<file path="src/rtl/i2cdw_pkg.sv">
package i2cdw_pkg;

    localparam logic [7:0] ADDR_RESET   = 8'h78;
    localparam logic [7:0] CTRL_COMMAND = 8'h00;
    localparam logic [7:0] CTRL_DATA    = 8'h40;

    localparam logic KIND_COMMAND = 1'b0;
    localparam logic KIND_DATA    = 1'b1;

    // Slots per byte: 8 bits of two phases each, then the two ack phases
    localparam int unsigned SLOTS_PER_BYTE = 18;
    localparam int unsigned DATA_SLOTS     = 16;
    localparam int unsigned BYTES_PER_REQ  = 3;

    localparam int unsigned QUEUE_DEPTH = 2;

    typedef struct packed {
        logic [7:0] addr;
        logic [7:0] ctrl;
        logic [7:0] payload;
    } t_req;

    typedef enum logic [2:0] {
        S_START = 3'b001,
        S_BYTE  = 3'b010,
        S_STOP  = 3'b100
    } t_seq_state;

endpackage

</file>
<file path="src/rtl/i2cdw_front.sv">
module i2cdw_front (
    input  logic               i_clk,
    input  logic               i_rst_n,
    input  logic               i_cfg_valid,
    output logic               o_cfg_ready,
    input  logic [7:0]         i_cfg_data,
    input  logic               push,
    output logic               full,
    input  logic               i_kind,
    input  logic [7:0]         i_payload,
    output logic               o_q_valid,
    output i2cdw_pkg::t_req    o_q_req,
    input  logic               i_q_take
);
    import i2cdw_pkg::*;

    localparam int unsigned PTR_W = $clog2(QUEUE_DEPTH);

    logic [7:0]       r_slave_addr;
    t_req             r_mem [QUEUE_DEPTH];
    logic [PTR_W-1:0] r_wr_ptr;
    logic [PTR_W-1:0] r_rd_ptr;
    logic [PTR_W:0]   r_count;
    logic             accept;
    t_req             new_req;

    assign o_cfg_ready = 1'b1;
    assign full        = (r_count == (PTR_W+1)'(QUEUE_DEPTH));
    assign accept      = push && !full;
    assign o_q_valid   = (r_count != '0);
    assign o_q_req     = r_mem[r_rd_ptr];

    // Classify: pick the control byte and bind the current address to the word
    always_comb begin
        new_req.addr    = r_slave_addr;
        new_req.ctrl    = (i_kind == KIND_DATA) ? CTRL_DATA : CTRL_COMMAND;
        new_req.payload = i_payload;
    end

    always_ff @(posedge i_clk) begin
        if (!i_rst_n) begin
            r_slave_addr <= ADDR_RESET;
        end else if (i_cfg_valid && o_cfg_ready) begin
            r_slave_addr <= i_cfg_data;
        end
    end

    always_ff @(posedge i_clk) begin
        if (accept) begin
            r_mem[r_wr_ptr] <= new_req;
        end
    end

    always_ff @(posedge i_clk) begin
        if (!i_rst_n) begin
            r_wr_ptr <= '0;
            r_rd_ptr <= '0;
            r_count  <= '0;
        end else begin
            if (accept) begin
                r_wr_ptr <= r_wr_ptr + 1'b1;
            end
            if (i_q_take) begin
                r_rd_ptr <= r_rd_ptr + 1'b1;
            end
            case ({accept, i_q_take})
                2'b10:   r_count <= r_count + 1'b1;
                2'b01:   r_count <= r_count - 1'b1;
                default: r_count <= r_count;
            endcase
        end
    end

`ifndef ASSERT_OFF
    a_take_nonempty: assert property (@(posedge i_clk) disable iff (!i_rst_n)
        i_q_take |-> o_q_valid)
        else $error("queue taken while empty");
    a_count_bound: assert property (@(posedge i_clk) disable iff (!i_rst_n)
        r_count <= (PTR_W+1)'(QUEUE_DEPTH))
        else $error("queue count overflow");
    a_accept_count: assert property (@(posedge i_clk) disable iff (!i_rst_n)
        (accept && !i_q_take) |=> (r_count == $past(r_count) + 1'b1))
        else $error("queue count did not advance on accept");
`endif

endmodule

</file>
<file path="src/rtl/i2cdw_back.sv">
module i2cdw_back (
    input  logic               i_clk,
    input  logic               i_rst_n,
    input  logic               i_q_valid,
    input  i2cdw_pkg::t_req    i_q_req,
    output logic               o_q_take,
    output logic               empty,
    input  logic               pop,
    output logic               o_scl_level,
    output logic               o_sda_level,
    output logic               o_last_phase
);
    import i2cdw_pkg::*;

    t_seq_state  r_state, n_state;
    logic        r_active, n_active;
    logic        r_half, n_half;
    logic [4:0]  r_slot, n_slot;
    logic [1:0]  r_bsel, n_bsel;
    logic [23:0] r_shift, n_shift;

    logic        r_ovalid, n_ovalid;
    logic        r_oscl, n_oscl;
    logic        r_osda, n_osda;
    logic        r_olast, n_olast;

    logic        adv;
    logic        at_end;
    logic        take;
    logic        emit;

    assign adv    = !r_ovalid || pop;
    assign at_end = (r_state == S_STOP) && r_half;
    assign emit   = r_active && adv;
    assign take   = adv && i_q_valid && (!r_active || at_end);

    assign o_q_take     = take;
    assign empty        = !r_ovalid;
    assign o_scl_level  = r_oscl;
    assign o_sda_level  = r_osda;
    assign o_last_phase = r_olast;

    always_comb begin
        n_state  = r_state;
        n_active = r_active;
        n_half   = r_half;
        n_slot   = r_slot;
        n_bsel   = r_bsel;
        n_shift  = r_shift;
        n_ovalid = r_ovalid && !pop;
        n_oscl   = r_oscl;
        n_osda   = r_osda;
        n_olast  = r_olast;

        if (emit) begin
            n_ovalid = 1'b1;
            n_olast  = 1'b0;
            case (r_state)
                S_START: begin
                    // SDA falls while SCL is high
                    n_oscl = 1'b1;
                    n_osda = !r_half;
                    if (r_half) begin
                        n_state = S_BYTE;
                        n_slot  = '0;
                        n_bsel  = '0;
                    end
                    n_half = !r_half;
                end
                S_BYTE: begin
                    n_oscl = r_slot[0];
                    if (r_slot < 5'(DATA_SLOTS)) begin
                        n_osda = r_shift[23];
                        // advance to the next bit after its high phase
                        if (r_slot[0]) begin
                            n_shift = {r_shift[22:0], 1'b0};
                        end
                    end else begin
                        // ack slot: release SDA and ignore the response
                        n_osda = 1'b1;
                    end
                    if (r_slot == 5'(SLOTS_PER_BYTE - 1)) begin
                        n_slot = '0;
                        if (r_bsel == 2'(BYTES_PER_REQ - 1)) begin
                            n_state = S_STOP;
                            n_half  = 1'b0;
                        end else begin
                            n_bsel = r_bsel + 1'b1;
                        end
                    end else begin
                        n_slot = r_slot + 1'b1;
                    end
                end
                S_STOP: begin
                    // SDA rises while SCL is high
                    n_oscl  = 1'b1;
                    n_osda  = r_half;
                    n_olast = r_half;
                    if (r_half) begin
                        n_active = 1'b0;
                    end
                    n_half = !r_half;
                end
                default: begin
                    n_state  = S_START;
                    n_active = 1'b0;
                end
            endcase
        end

        if (take) begin
            n_active = 1'b1;
            n_state  = S_START;
            n_half   = 1'b0;
            n_slot   = '0;
            n_bsel   = '0;
            n_shift  = {i_q_req.addr, i_q_req.ctrl, i_q_req.payload};
        end
    end

    always_ff @(posedge i_clk) begin
        if (!i_rst_n) begin
            r_state  <= S_START;
            r_active <= 1'b0;
            r_half   <= 1'b0;
            r_slot   <= '0;
            r_bsel   <= '0;
            r_ovalid <= 1'b0;
        end else begin
            r_state  <= n_state;
            r_active <= n_active;
            r_half   <= n_half;
            r_slot   <= n_slot;
            r_bsel   <= n_bsel;
            r_ovalid <= n_ovalid;
        end
    end

    always_ff @(posedge i_clk) begin
        r_shift <= n_shift;
        r_oscl  <= n_oscl;
        r_osda  <= n_osda;
        r_olast <= n_olast;
    end

`ifndef ASSERT_OFF
    a_last_is_stop: assert property (@(posedge i_clk) disable iff (!i_rst_n)
        (r_ovalid && r_olast) |-> (r_oscl && r_osda))
        else $error("last phase word is not a stop release");
    a_byte_bounds: assert property (@(posedge i_clk) disable iff (!i_rst_n)
        (r_active && r_state == S_BYTE) |->
            (r_slot <= 5'(SLOTS_PER_BYTE - 1) && r_bsel <= 2'(BYTES_PER_REQ - 1)))
        else $error("byte sequencer out of range");
    a_take_restarts: assert property (@(posedge i_clk) disable iff (!i_rst_n)
        take |=> (r_active && r_state == S_START && !r_half))
        else $error("request load did not restart the sequence");
    a_no_early_take: assert property (@(posedge i_clk) disable iff (!i_rst_n)
        (r_active && !at_end) |-> !take)
        else $error("request taken in the middle of a sequence");
`endif

endmodule

</file>
<file path="src/rtl/i2c_display_write_sequencer_core.sv">
// A push is queued, loaded into the sequencer, then its first phase word is registered.
// Throughput: 58 phase words per request, one per cycle unless pop stalls the result port;
// the back end's phase sequencer sets this and starts the next request right after a stop.
// A two-entry request queue lets pushes continue while the sequencer or result port stalls.
// Reset (i_rst_n low, synchronous): queue, sequencer and result register are emptied,
// and the slave address byte returns to 0x78.
module i2c_display_write_sequencer_core (
    input  logic       i_clk,
    input  logic       i_rst_n,
    input  logic       i_cfg_valid,
    output logic       o_cfg_ready,
    input  logic [7:0] i_cfg_data,
    input  logic       push,
    output logic       full,
    input  logic       i_kind,
    input  logic [7:0] i_payload,
    output logic       empty,
    input  logic       pop,
    output logic       o_scl_level,
    output logic       o_sda_level,
    output logic       o_last_phase
);
    import i2cdw_pkg::*;

    logic q_valid;
    logic q_take;
    t_req q_req;

    i2cdw_front u_front (
        .i_clk       (i_clk),
        .i_rst_n     (i_rst_n),
        .i_cfg_valid (i_cfg_valid),
        .o_cfg_ready (o_cfg_ready),
        .i_cfg_data  (i_cfg_data),
        .push        (push),
        .full        (full),
        .i_kind      (i_kind),
        .i_payload   (i_payload),
        .o_q_valid   (q_valid),
        .o_q_req     (q_req),
        .i_q_take    (q_take)
    );

    i2cdw_back u_back (
        .i_clk        (i_clk),
        .i_rst_n      (i_rst_n),
        .i_q_valid    (q_valid),
        .i_q_req      (q_req),
        .o_q_take     (q_take),
        .empty        (empty),
        .pop          (pop),
        .o_scl_level  (o_scl_level),
        .o_sda_level  (o_sda_level),
        .o_last_phase (o_last_phase)
    );

endmodule

</file>
<file path="config.mk">
export PLATFORM = sky130hd
export DESIGN_NAME = i2c_display_write_sequencer_core
export DESIGN_NICKNAME = d
export VERILOG_FILES = /design/src/rtl/i2cdw_pkg.sv /design/src/rtl/i2cdw_front.sv /design/src/rtl/i2cdw_back.sv /design/src/rtl/i2c_display_write_sequencer_core.sv
export SDC_FILE = /design/constraint.sdc
export NUM_CORES = 1
export LEC_CHECK = 0
export BUFFER_PORTS_ARGS = -buffer_cell sky130_fd_sc_hd__buf_4
export CORE_MARGIN = 2
export CORE_UTILIZATION = 30
export CTS_CLUSTER_SIZE = 14
export DETAILED_ROUTE_END_ITERATION = 10
export PLACE_DENSITY = 0.54
export SYNTH_ARGS = -nofsm -noshare
export SYNTH_HDL_FRONTEND = slang
export SYNTH_HIERARCHICAL = 1
export SYNTH_SLANG_ARGS = --single-unit
</file>
<file path="constraint.sdc">
create_clock -name i_clk -period 8.2 [get_ports i_clk]
set_input_delay 1.64 -clock i_clk [delete_from_list [all_inputs] [get_ports i_clk]]
set_output_delay 1.64 -clock i_clk [all_outputs]
set_load 0.1 [all_outputs]
</file>
Word level (Yosys, flattened, before mapping)
Memory sizes are Yosys's and may differ from the RTL's. A register that Yosys moved wholly into a read port is not among the register bits.
Index checks and enable logic that the tools add are counted.
Storage, ports and cells
  input port bits: 22
  register bits: 52
  memories: 1
  RAM bits: 46
Operators by class
  equality and inequality tests: 14
  mux-type cells: 33
  bitwise operators: 2
  add/sub/neg operators: 6
  magnitude comparators: 1
  reductions and logical operators: 33
Memories
  u_front.r_mem: words 2, bits a word 23, read ports 1, clocked after Yosys merged registers in 1, write ports 1, RTL line i2cdw_front.sv:20  | t_req r_mem [QUEUE_DEPTH];
Operators with widths (count)
  $mux 24: 5
  $reduce_bool 2->1: 8
  $mux 1: 11
  $mux 5: 2
  $pmux 5 s2: 1
  $reduce_and 5->1: 2
  $mux 3: 3
  $pmux 3 s3: 1
  $ne 2x1->1 const B: 4
  $pmux 2 s2: 2
  $reduce_and 4->1: 2
  $mux 7: 1
  $eq 2x2->1 const B: 3
  $logic_and 1x1->1: 6
  $mux 2: 3
  $pmux 1 s2: 3
  $reduce_and 3->1: 2
  $reduce_or 2->1: 3
  $add 5x1->5 const B: 1
  $eq 5x5->1 const B: 1
  $logic_not 1->1: 5
  $lt 5x5->1 const B: 1
  $add 2x1->2 const B: 2
  $reduce_and 2->1: 2
  other kinds (12): 15

Longest topological paths before layout
Gate-level depths: netlist of run 1.
  depth in word-level cells: 6
  depth in mapped cells: 9
  gate-level depth less buffers: 7

By module
Netlist of run 1, hierarchy kept.
By module, submodules not included
  i2cdw_back: times used 1, cells each 162, area each 1943.1 sq um
  i2cdw_front: times used 1, cells each 114, area each 1810.5 sq um

Least setup slack after synthesis of run 1
No wires, ideal clock.
  path type: input port to flip-flop
  start point: in pop
  end point: reg u_back.r_shift[0], enable pin
  required time: 7.727 ns
  arrival: 4.610 ns
  path slack: 3.116 ns
  path buffers: 0
  library setup time: 0.473 ns
  cell stages on the path: 3
  cell sequence: nand2b_1 -> nand2_1 -> o41ai_1
Between the ends
  longest elaborated chain between the ends: 5
Ends and longest elaborated chain
  start, declared: RTL line i2c_display_write_sequencer_core.sv:18  | input logic pop,
  $logic_or 1x1->1 *: RTL line i2cdw_back.sv:32  | assign adv = !r_ovalid || pop;
  $logic_and 1x1->1 (2 in series): RTL line i2cdw_back.sv:35  | assign take = adv && i_q_valid && (!r_active || at_end);
  $reduce_bool 2->1 (no line)
  $reduce_and 4->1 (no line) *
  end signal, assigned: RTL line i2cdw_back.sv:140  | r_shift <= n_shift;
  end, declared: RTL line i2cdw_back.sv:20  | logic [23:0] r_shift, n_shift;
Every way passes the cells marked *; elsewhere a longest branch is shown, timed or not.
A chain may end at the register's enable or synchronous reset.

Worst setup path in the final report of run 1
  start point: in pop
  end point: reg u_front.r_count[1]
Between the ends
  longest elaborated chain between the ends: 5
Ends and longest elaborated chain
  $logic_or 1x1->1 *: RTL line i2cdw_back.sv:32
  $logic_and 1x1->1 * (2 in series): RTL line i2cdw_back.sv:35
  net q_take: RTL line i2c_display_write_sequencer_core.sv:26  | logic q_take;
  $eq 2x1->1 / $eq 2x2->1 (equally long branches): RTL line i2cdw_front.sv:66  | case ({accept, i_q_take})
  $pmux 2 s2 / $reduce_bool 2->1 (equally long branches)
  end signal, assigned: RTL line i2cdw_front.sv:67  | 2'b10: r_count <= r_count + 1'b1;
  end signal, assigned: RTL line i2cdw_front.sv:68  | 2'b01: r_count <= r_count - 1'b1;
  end signal, assigned: RTL line i2cdw_front.sv:69  | default: r_count <= r_count;
  end, declared: RTL line i2cdw_front.sv:23  | logic [PTR_W:0] r_count;
Mark *: on every way through the listed nets, which the timed path passes. The rest lies on a longest branch.

==> out/qor.yml, run 1 <==
logic_synthesis:
  synth_simple_gate_area_share_pct: 9.93
  syn_area_um2: 3750
  synth_xor_area_share_pct: 0.933
  synth_top_area_share_pct: 48.8
  synth.top_cells.by_count: "edfxtp_1 (61), mux2_2 (40), dfxtp_1 (26)"
  synth_edf_count: 61
  synth.largest_area_cell: "edfxtp_1"
  ys_top_cells_by_area: "edfxtp_1 (49%), dfxtp_1 (14%), mux2_2 (12%)"
  synth_top_family_by_area: "multiplexers"
  muxShareOfSynthArea_pct: 14.4
  syn_area_per_cell_um2: 13.6
  yosysWarningCount: 6
  synth_cells: 276
  synthArstFlopShare_pct: 0
  synth_compound_area_share_pct: 6.23
  ys_seq_area_share_pct: 62.7
  synthFlopType: "edfxtp_1"
  synth.most_common_cell: "edfxtp_1"
  ys_ff_latch: 87
  yosys.cell_types.count: 49
  synthAdderAreaFrac_pct: 1.33
cts:
  ctsHoldBuffers: 0
  clock_latency_ns: 0.34
  cts_root_buf: "clkbuf_16"
  postCtsSetupBuffers: 0
  htree_levels: 3
  postCtsResizedCells: 0
  clk_pin_slew_worst_paths_ns: 0.07
  clockBufferDepth: 2
  cts_inserted_buffers: 9
  tritoncts: "done"
  cts_sinks: 87
timing:
  clock_skew_ns: 0.00568
  fin_crit_sh_pct: 40.0
  rsz0062_at_grt: "false"
  period_needed_ns: 3.28
  whs_ns: 0.464
  drv_slew: 0
  fmax_ghz: 0.305
  fin_ws_ns: 4.92
  setup_tns_ns: 0
  setup_viol_count_final: 0
  relSlewSlack_pct: 42.7
  hold_viol: 0
  tightest_slew_ns: 0.859
global_route:
  grt_max_degree: 31
  grt_pass1_vias: 2043
  grt_pass1_wl_um: 10100
  antenna_found_initial: 0
  overflow: 0
  grt_usage_pct: 10.0
drt:
  drtIter0Drc: 74
  drt-wirelength-per-cell_um: 12.9
  vias: 2126
  avgViaCountPerCell: 4.48
  first_pass_iters: 4
  drtAntennaViolNets: 0
  drt-total-wl_um: 6140
  drc: 0
critical_path:
  required_ns: 8.46
  critPathKind: "in2reg"
  worstPathArrival_ns: 3.55
  worst-path-max-fanout: 30
  cp-start-kind: "primary input"
  cp-end-kind: "flop"
die:
  initial_utilization_pct: 31.0
  row_count: 40
  coreArea_um2: 12100
  floorplan.die_area_um2: 13400
  dieWidth_um: 116
  num_io_pins: 28
  die_h_um: 116
pwr:
  ir_drop_mv: 0.144
  p_per_area_nw_per_um2: 334
  leakage_uw: 0.00155
cells_and_area:
  multi_input_area_um2: 1270
  seqCellArea_um2: 2350
  final.fill_count: 1182
  n_antenna_cell: 0
  drive_gt1_share_pct: 30.6
  area_delta_synth_final_pct: 16.9
  nets: 328
placement:
  gp_congestion: 0.707
  io_buffers: 26
  dp_slack_ns: 4.57
  place_hpwl_um: 4010
run_status:
  status: "finished, final reports clean"
run:
  drv_cap: 0
worst_hold_path:
  hold_path_class: "reg2reg"
-- metrics by stage --
step                      area, um^2  instances  util [%]  power, uW
after floorplan                 3780        282         -        988
after global placement          4090        459      33.8       1070
after detailed placement        4090        459      33.8       1080
after CTS                       4390        475      36.2       1480
after global routing            4390        475      36.2       1540
final                           4390        475      36.2       1460
-- cells in the final DEF (no fill, tap or decap), types with 8 or more instances in the layout --
cell type  count
inv_1         12
mux2i_1        9
a21oi_1       10
mux2_2        40
buf_4         28
clkbuf_16      9
nand2_1       12
edfxtp_1      61
conb_1         8
dfxtp_1       26
-- flip-flops by register name, summed over array words and instances (netlist names), 2 cells and up, named ones only --
register and count:
u_front/r_slave_addr 8, u_front/r_mem 34, u_back/r_bsel 2, u_back/r_slot 5
u_front/r_count 2, u_back/r_shift 24, u_back/r_state 3
-- layer usage --
layer | GRT usage (%) | wire length, um
met4 | 4.52 | 119
met2 | 15.5 | 2900
met5 | 0 | 0
met1 | 12.5 | 2900
met3 | 3.61 | 209
-- critical path: stages --
cell	delay (ns)
buf_4	0.11
nand2b_1	0.22
o211ai_2	0.11
buf_4	0.36
inv_1	0.18
ha_1	0.37
or3_1	0.36
a21boi_1	0.18
-- worst paths after layout --
path                           startpoint                    to  slack, ns  depth (start not counted)
setup reg to reg        u_back/r_state[0]    u_front/r_count[1]       5.68                          7
hold reg to reg   u_front/r_slave_addr[7]  u_front/r_mem[1][22]       0.46                          0
hold / removal    u_front/r_slave_addr[7]  u_front/r_mem[1][22]       0.46                          0
setup / recovery                      pop    u_front/r_count[1]       4.92                          8
-- cell type report --
type | count | share of cell area, %
Clock inverter | 6 | 1.31
Multi-Input combinational cell | 163 | 28.9
Sequential cell | 87 | 53.6
Tap cell | 168 | 4.79
Inverter | 13 | 1.11
Timing Repair Buffer | 28 | 4.79
Clock buffer | 10 | 5.45
-- cells by family (layout without fill, tap and decap cells) --
logic type,after synthesis,in the layout
adder cells (fa/ha/maj),4,4
buffers and inverters,32,57
multiplexers,49,49
other,2,8
flip-flops,87,87
AND/OR/NAND/NOR,63,63
XOR/XNOR,4,4
AO/OA/AOI/OAI,35,35
-- where the power goes --
part	internal [uW]	switching, uW	total (uW)
Sequential	616	49.8	666
Clock	222	181	403
Combinational	180	214	395
Total	1020	446	1460
Power figures use the tool's default switching activity.
==> run 2: changes to the inputs <==
--- a/config.mk
+++ b/config.mk
@@ -10,7 +10,7 @@
 export CORE_UTILIZATION = 30
 export CTS_CLUSTER_SIZE = 14
 export DETAILED_ROUTE_END_ITERATION = 10
-export PLACE_DENSITY = 0.54
+export PLACE_DENSITY = 0.55
 export SYNTH_ARGS = -nofsm -noshare
 export SYNTH_HDL_FRONTEND = slang
 export SYNTH_HIERARCHICAL = 1
==> constraint.sdc (replaced) <==
create_clock -name i_clk -period 2.7 [get_ports i_clk]
set_input_delay 0.54 -clock i_clk [delete_from_list [all_inputs] [get_ports i_clk]]
set_output_delay 0.54 -clock i_clk [all_outputs]
set_load 0.1 [all_outputs]
==> run 2 against run 1 <==
Against the previous run: critical path depth down 2; cell area up 0.97%; clock-buffer cell count decreased by 1; power increased to 3.1 times the previous value; clock skew is 0.0026 ns higher; sequential share of layout area shrank 0.51 points; global-route usage decreased by 0.085 points; non-clock buffer count grew 1; hold slack lost 0.073 ns; core utilization rose by 0.35 points; largest power group unchanged; wire length shrank 0.29%; worst setup slack worse by 4.3 ns.
==> out/qor.yml, run 2 (synthesis results as in run 1) <==
timing:
  drv_slew: 0  # unchanged
  fin_ws_ns: 0.600  # -4.32 ns
  whs_ns: 0.391  # -0.0729 ns
  setup_tns_ns: 0  # unchanged
  rsz0062_at_grt: "false"
  setup_viol_count_final: 0  # unchanged
  tightest_slew_ns: 0.752  # -0.107 ns
  fin_crit_sh_pct: 77.8
  fmax_ghz: 0.476
  hold_viol: 0  # unchanged
  clock_skew_ns: 0.00832  # +0.00264 ns
  relSlewSlack_pct: 49.8  # +7.1 points
  period_needed_ns: 2.10
cts:
  tritoncts: "done"
  ctsHoldBuffers: 0  # unchanged
  cts_sinks: 87  # unchanged
  cts_inserted_buffers: 9  # unchanged
  postCtsSetupBuffers: 0  # unchanged
  cts_root_buf: "clkbuf_16"
  postCtsResizedCells: 0  # unchanged
  clock_latency_ns: 0.33  # about the same
  clk_pin_slew_worst_paths_ns: 0.07  # about the same
  htree_levels: 3  # unchanged
  clockBufferDepth: 2  # unchanged
drt:
  first_pass_iters: 4  # unchanged
  drtAntennaViolNets: 0  # unchanged
  drtIter0Drc: 115  # +55%
  vias: 2110  # -0.75%
  drt-total-wl_um: 6120  # -0.29%
  drt-wirelength-per-cell_um: 12.9  # -0.50%
  drc: 0  # unchanged
  avgViaCountPerCell: 4.43  # -0.96%
cells_and_area:
  largest_register_ffs: 34  # unchanged
  fin_util_pct: 36.6  # +0.35 points
  seqCellArea_um2: 2350  # unchanged
  final.fill_count: 1208  # +2.2%
  final_common_cell: "edfxtp_1"
  final_cell_mix: "edfxtp_1 (61), mux2_2 (40), buf_4 (29)"
  multi_input_area_um2: 1280  # +0.89%
  area_delta_synth_final_pct: 18.0
  drive_gt1_share_pct: 30.8  # +0.23 points
  n_antenna_cell: 0  # unchanged
  reg_top3: "u_front/r_mem x34, u_back/r_shift x24, u_front/r_slave_addr x8"
  nets: 329  # +0.30%
  fin_cells: 476  # +0.21%
  top_register: "u_front/r_mem"
worst_hold_path:
  hold_depth: 1  # +1
  hold_path_class: "in2reg"
  min_from: "i_payload[0]"
  whs_endpoint: "u_front/r_mem[0][0]"
pwr:
  swShare_pct: 28.8  # -1.7 points
  p_per_area_nw_per_um2: 1030  # +210%
  p_switching_uw: 1310  # +190%
  leakage_uw: 0.00156  # +0.61%
  clkPwrFrac_pct: 28.9  # +1.4 points
  seq_power_share_pct: 44.4  # -1.1 points
  power.internal_uw: 3240  # +220%
  ir_drop_mv: 0.384  # +170%
  pwr-share-comb_pct: 26.8  # -0.2 points
global_route:
  overflow: 0  # unchanged
  grt_pass1_wl_um: 10400  # +2.6%
  grt_usage_pct: 9.91  # -0.085 points
  antenna_found_initial: 0  # unchanged
  grt_pass1_vias: 2171  # +6.3%
  grt_max_degree: 30  # -3.2%
die:
  dieWidth_um: 116  # unchanged
  coreArea_um2: 12100  # unchanged
  die_h_um: 116  # unchanged
  row_count: 40  # unchanged
  initial_utilization_pct: 31.0  # unchanged
  num_io_pins: 28  # unchanged
  floorplan.die_area_um2: 13400  # unchanged
placement:
  dpl.cell_count: 460  # +0.22%
  io_buffers: 26  # unchanged
  dp_slack_ns: 0.577  # -3.99 ns
  place_hpwl_um: 4030  # +0.35%
  gp_congestion: 0.792  # +12%
critical_path:
  r2r_end: "u_front/r_count[1]"
  worst-path-max-fanout: 13  # -57%
  worstPathArrival_ns: 2.37  # -1.18 ns
  cp-end-kind: "flop"
  required_ns: 2.97  # -5.49 ns
  r2r_start: "u_back/r_state[0]"
  cp-start-kind: "flop"
  r2r_cells: 6  # -1
  critPathKind: "reg2reg"
  reg2reg_setup_slack_ns: 0.60  # -5.08 ns
run:
  drv_cap: 0  # unchanged
run_status:
  status: "finished, final reports clean"
## run 2: cell type report
class	count	area share, %
flip-flops and latches	87	53.1
multi-input cells	163	28.9
clock buffers	9	5.08
repair buffers	29	4.91
well taps	168	4.74
clock inverters	7	2.15
inverters	13	1.10
## run 2: how the worst max path moves through the flow
stage                           start                 end  cells past startpoint
floorplan                         pop   u_back/r_shift[0]                      3
global placement                  pop   u_back/r_shift[5]                      5
detailed placement                pop  u_back/r_shift[16]                      5
CTS                 u_back/r_state[0]  u_front/r_count[1]                      6
global route        u_back/r_state[0]  u_front/r_count[1]                      6
finish              u_back/r_state[0]  u_front/r_count[1]                      6
## run 2: through the flow
step | power, uW | instance area [um^2]
finish | 4550 | 4430
global route | 4800 | 4430
floorplan | 3010 | 3790
global placement | 3260 | 4110
CTS | 4620 | 4430
detailed placement | 3280 | 4110
## run 2: power groups by stage
stage	clock network [uW]	logic [uW]	registers [uW]
final	1310	1220	2020
after global routing	1400	1340	2060
after CTS	1350	1240	2020
after detailed placement	0	1230	2050
after global placement	0	1220	2040
after floorplan	0	980	2030
## run 2: worst max-delay path: stages (launching register included)
cell	delay, ns
dfxtp_1	0.58
and4bb_2	0.29
o211ai_2	0.15
inv_1	0.13
ha_1	0.36
or3_1	0.37
a21boi_1	0.15
## run 2: per-layer routing
layer | GRT usage (%) | share of wire [%] | vias to the layer above | routed length [um]
met2 | 15.3 | 47 | 27 | 2850
met3 | 2.30 | 2.7 | 6 | 168
met4 | 4.37 | 1.5 | 0 | 92
met5 | 0 | 0 | - | 0
met1 | 13.4 | 49 | 1024 | 3000
li1 | - | - | 1053 | -
==> run 3: changes to the inputs <==
==> constraint.sdc (replaced) <==
create_clock -name i_clk -period 1.8 [get_ports i_clk]
set_input_delay 0.36 -clock i_clk [delete_from_list [all_inputs] [get_ports i_clk]]
set_output_delay 0.36 -clock i_clk [all_outputs]
set_load 0.1 [all_outputs]
==> run 3 against run 2 <==
Against the previous run: hold slack worse by 0.18 ns; flip-flop and latch count stayed put; clock-buffer cell count is 1 higher; cell count is 4.2% higher; combinational power is 78% higher; cell area is 3.4% higher; clock power is 31% higher; worst setup slack worse by 0.51 ns; clock skew is 0.0042 ns lower.
==> out/qor.yml, run 3 (synthesis results as in run 1) <==
drt:
  first_pass_iters: 5  # +1
  vias: 2231  # +5.7%
  drt-total-wl_um: 6230  # +1.9%
  drtIter0Drc: 109  # -5.2%
  avgViaCountPerCell: 4.50  # +1.5%
  drc: 0  # unchanged
  drt-wirelength-per-cell_um: 12.6  # -2.2%
  drtAntennaViolNets: 0  # unchanged
pwr:
  leakage_uw: 0.00163  # +4.9%
  ir_drop_mv: 0.590  # +54%
  p_per_area_nw_per_um2: 1490  # +45%
  power_uw: 6840  # +50%
cells_and_area:
  area_delta_synth_final_pct: 22.0
  drive_gt1_share_pct: 36.9  # +6.0 points
  final_cell_mix: "edfxtp_1 (61), buf_4 (48), mux2_2 (40)"
  seqCellArea_um2: 2350  # +0.11%
  final.fill_count: 1207  # -0.083%
  n_antenna_cell: 0  # unchanged
  top_register: "u_front/r_mem"
  multi_input_area_um2: 1300  # +1.4%
  nets: 349  # +6.1%
  final_common_cell: "edfxtp_1"
  reg_top3: "u_front/r_mem x34, u_back/r_shift x24, u_front/r_slave_addr x8"
  largest_register_ffs: 34  # unchanged
global_route:
  grt_max_degree: 25  # -17%
  grt_usage_pct: 10.3  # +0.43 points
  grt_pass1_wl_um: 10600  # +1.5%
  antenna_found_initial: 0  # unchanged
  grt_pass1_vias: 2187  # +0.74%
  overflow: 0  # unchanged
die:
  initial_utilization_pct: 31.0  # unchanged
  coreArea_um2: 12100  # unchanged
  num_io_pins: 28  # unchanged
  die_h_um: 116  # unchanged
  dieWidth_um: 116  # unchanged
  row_count: 40  # unchanged
  floorplan.die_area_um2: 13400  # unchanged
critical_path:
  worstPathArrival_ns: 1.80  # -0.57 ns
  slowest_delay_ns: 0.36  # -0.22 ns
  cp_num_buf_inv: 1  # unchanged
  cpLargestDelayFamily: "multiplexers"
  slowest_stage: "mux2_2"
  required_ns: 1.88  # -1.09 ns
  cp-start-kind: "flop"
  path_cells: "and4bb_2 -> o211ai_2 -> buf_4 -> mux2_2"
  critPathKind: "reg2reg"
  cp-end-kind: "flop"
  worst-path-max-fanout: 16  # +3
timing:
  rsz0062_at_grt: "true"
  fin_crit_sh_pct: 95.3  # +17 points
  clock_skew_ns: 0.00415  # -0.00416 ns
  period_needed_ns: 1.71  # -0.386 ns
  setup_viol_count_final: 0  # unchanged
  hold_viol: 0  # unchanged
  fmax_ghz: 0.583  # +22%
  whs_ns: 0.209  # -0.182 ns
  setup_tns_ns: 0  # unchanged
  drv_slew: 0  # unchanged
cts:
  cts_inserted_buffers: 9  # unchanged
  clk_pin_slew_worst_paths_ns: 0.06  # about the same
  clockBufferDepth: 2  # unchanged
  ctsHoldBuffers: 0  # unchanged
  cts_sinks: 87  # unchanged
  tritoncts: "done"
  clock_latency_ns: 0.33  # about the same
  htree_levels: 3  # unchanged
  cts_root_buf: "clkbuf_16"
placement:
  io_buffers: 26  # unchanged
  place_hpwl_um: 4300  # +6.8%
  gp_congestion: 0.840  # +6.0%
run_status:
  status: "finished, final reports clean"
worst_hold_path:
  hold_path_class: "in2reg"
run:
  drv_cap: 0  # unchanged
[run 3: cell type report]
type                       count  share of cell area, %
timing repair buffer          49                   8.30
sequential                    87                   51.4
clock buffer                  10                   5.22
clock inverter                 6                  0.983
multi-input combinational    163                   28.4
inverter                      13                   1.15
tap                          168                   4.59
[run 3: final timing paths]
check	slack (ns)	cells past startpoint	to	startpoint
worst max register to register	0.09	4	u_back/r_shift[3]	u_back/r_state[1]
worst min register to register	0.46	0	u_front/r_mem[1][22]	u_front/r_slave_addr[7]
worst min-delay path	0.21	1	u_front/r_mem[1][2]	i_payload[2]
worst max-delay path	0.09	4	u_back/r_shift[3]	u_back/r_state[1]
[run 3: power breakdown]
part | switching (uW) | internal [uW] | total, uW
sequential | 141 | 2800 | 2950
clock | 748 | 976 | 1720
combinational | 1130 | 1040 | 2170
total | 2020 | 4820 | 6840
[run 3: worst reg2reg max path, delay by kind of cell, from the launching register on]
family	cells	cell delay, ns
and+or+nand+nor	1	0.25
AOI/OAI and AO/OA	1	0.22
DFF	1	0.34
muxes	1	0.37
buffers and inverters	1	0.28
[run 3: stage by stage]
stage	util, %	std cells	worst slack, ns	area [um^2]
floorplan	-	282	-0.303	3810
global route	37.8	496	-0.0159	4580
detailed placement	35.3	480	0.0494	4280
finish	37.8	496	0.0853	4580
CTS	37.7	496	0.0405	4560
global placement	35.3	480	0.0931	4280
[run 3: metal layers]
layer  up-vias  part of all wire [%]  GRT usage, %
li1       1101                     -             -
met1      1070                    46          12.8
met2        46                    48          16.1
met3        14                   4.3          3.56
met4         0                   2.0          5.16
met5         -                     0             0
[run 3: repair_timing]
action | CTS | global route
gates resized for setup | 0 | 5
endpoints found under the setup margin | 0 | 29
setup buffers | 0 | 1
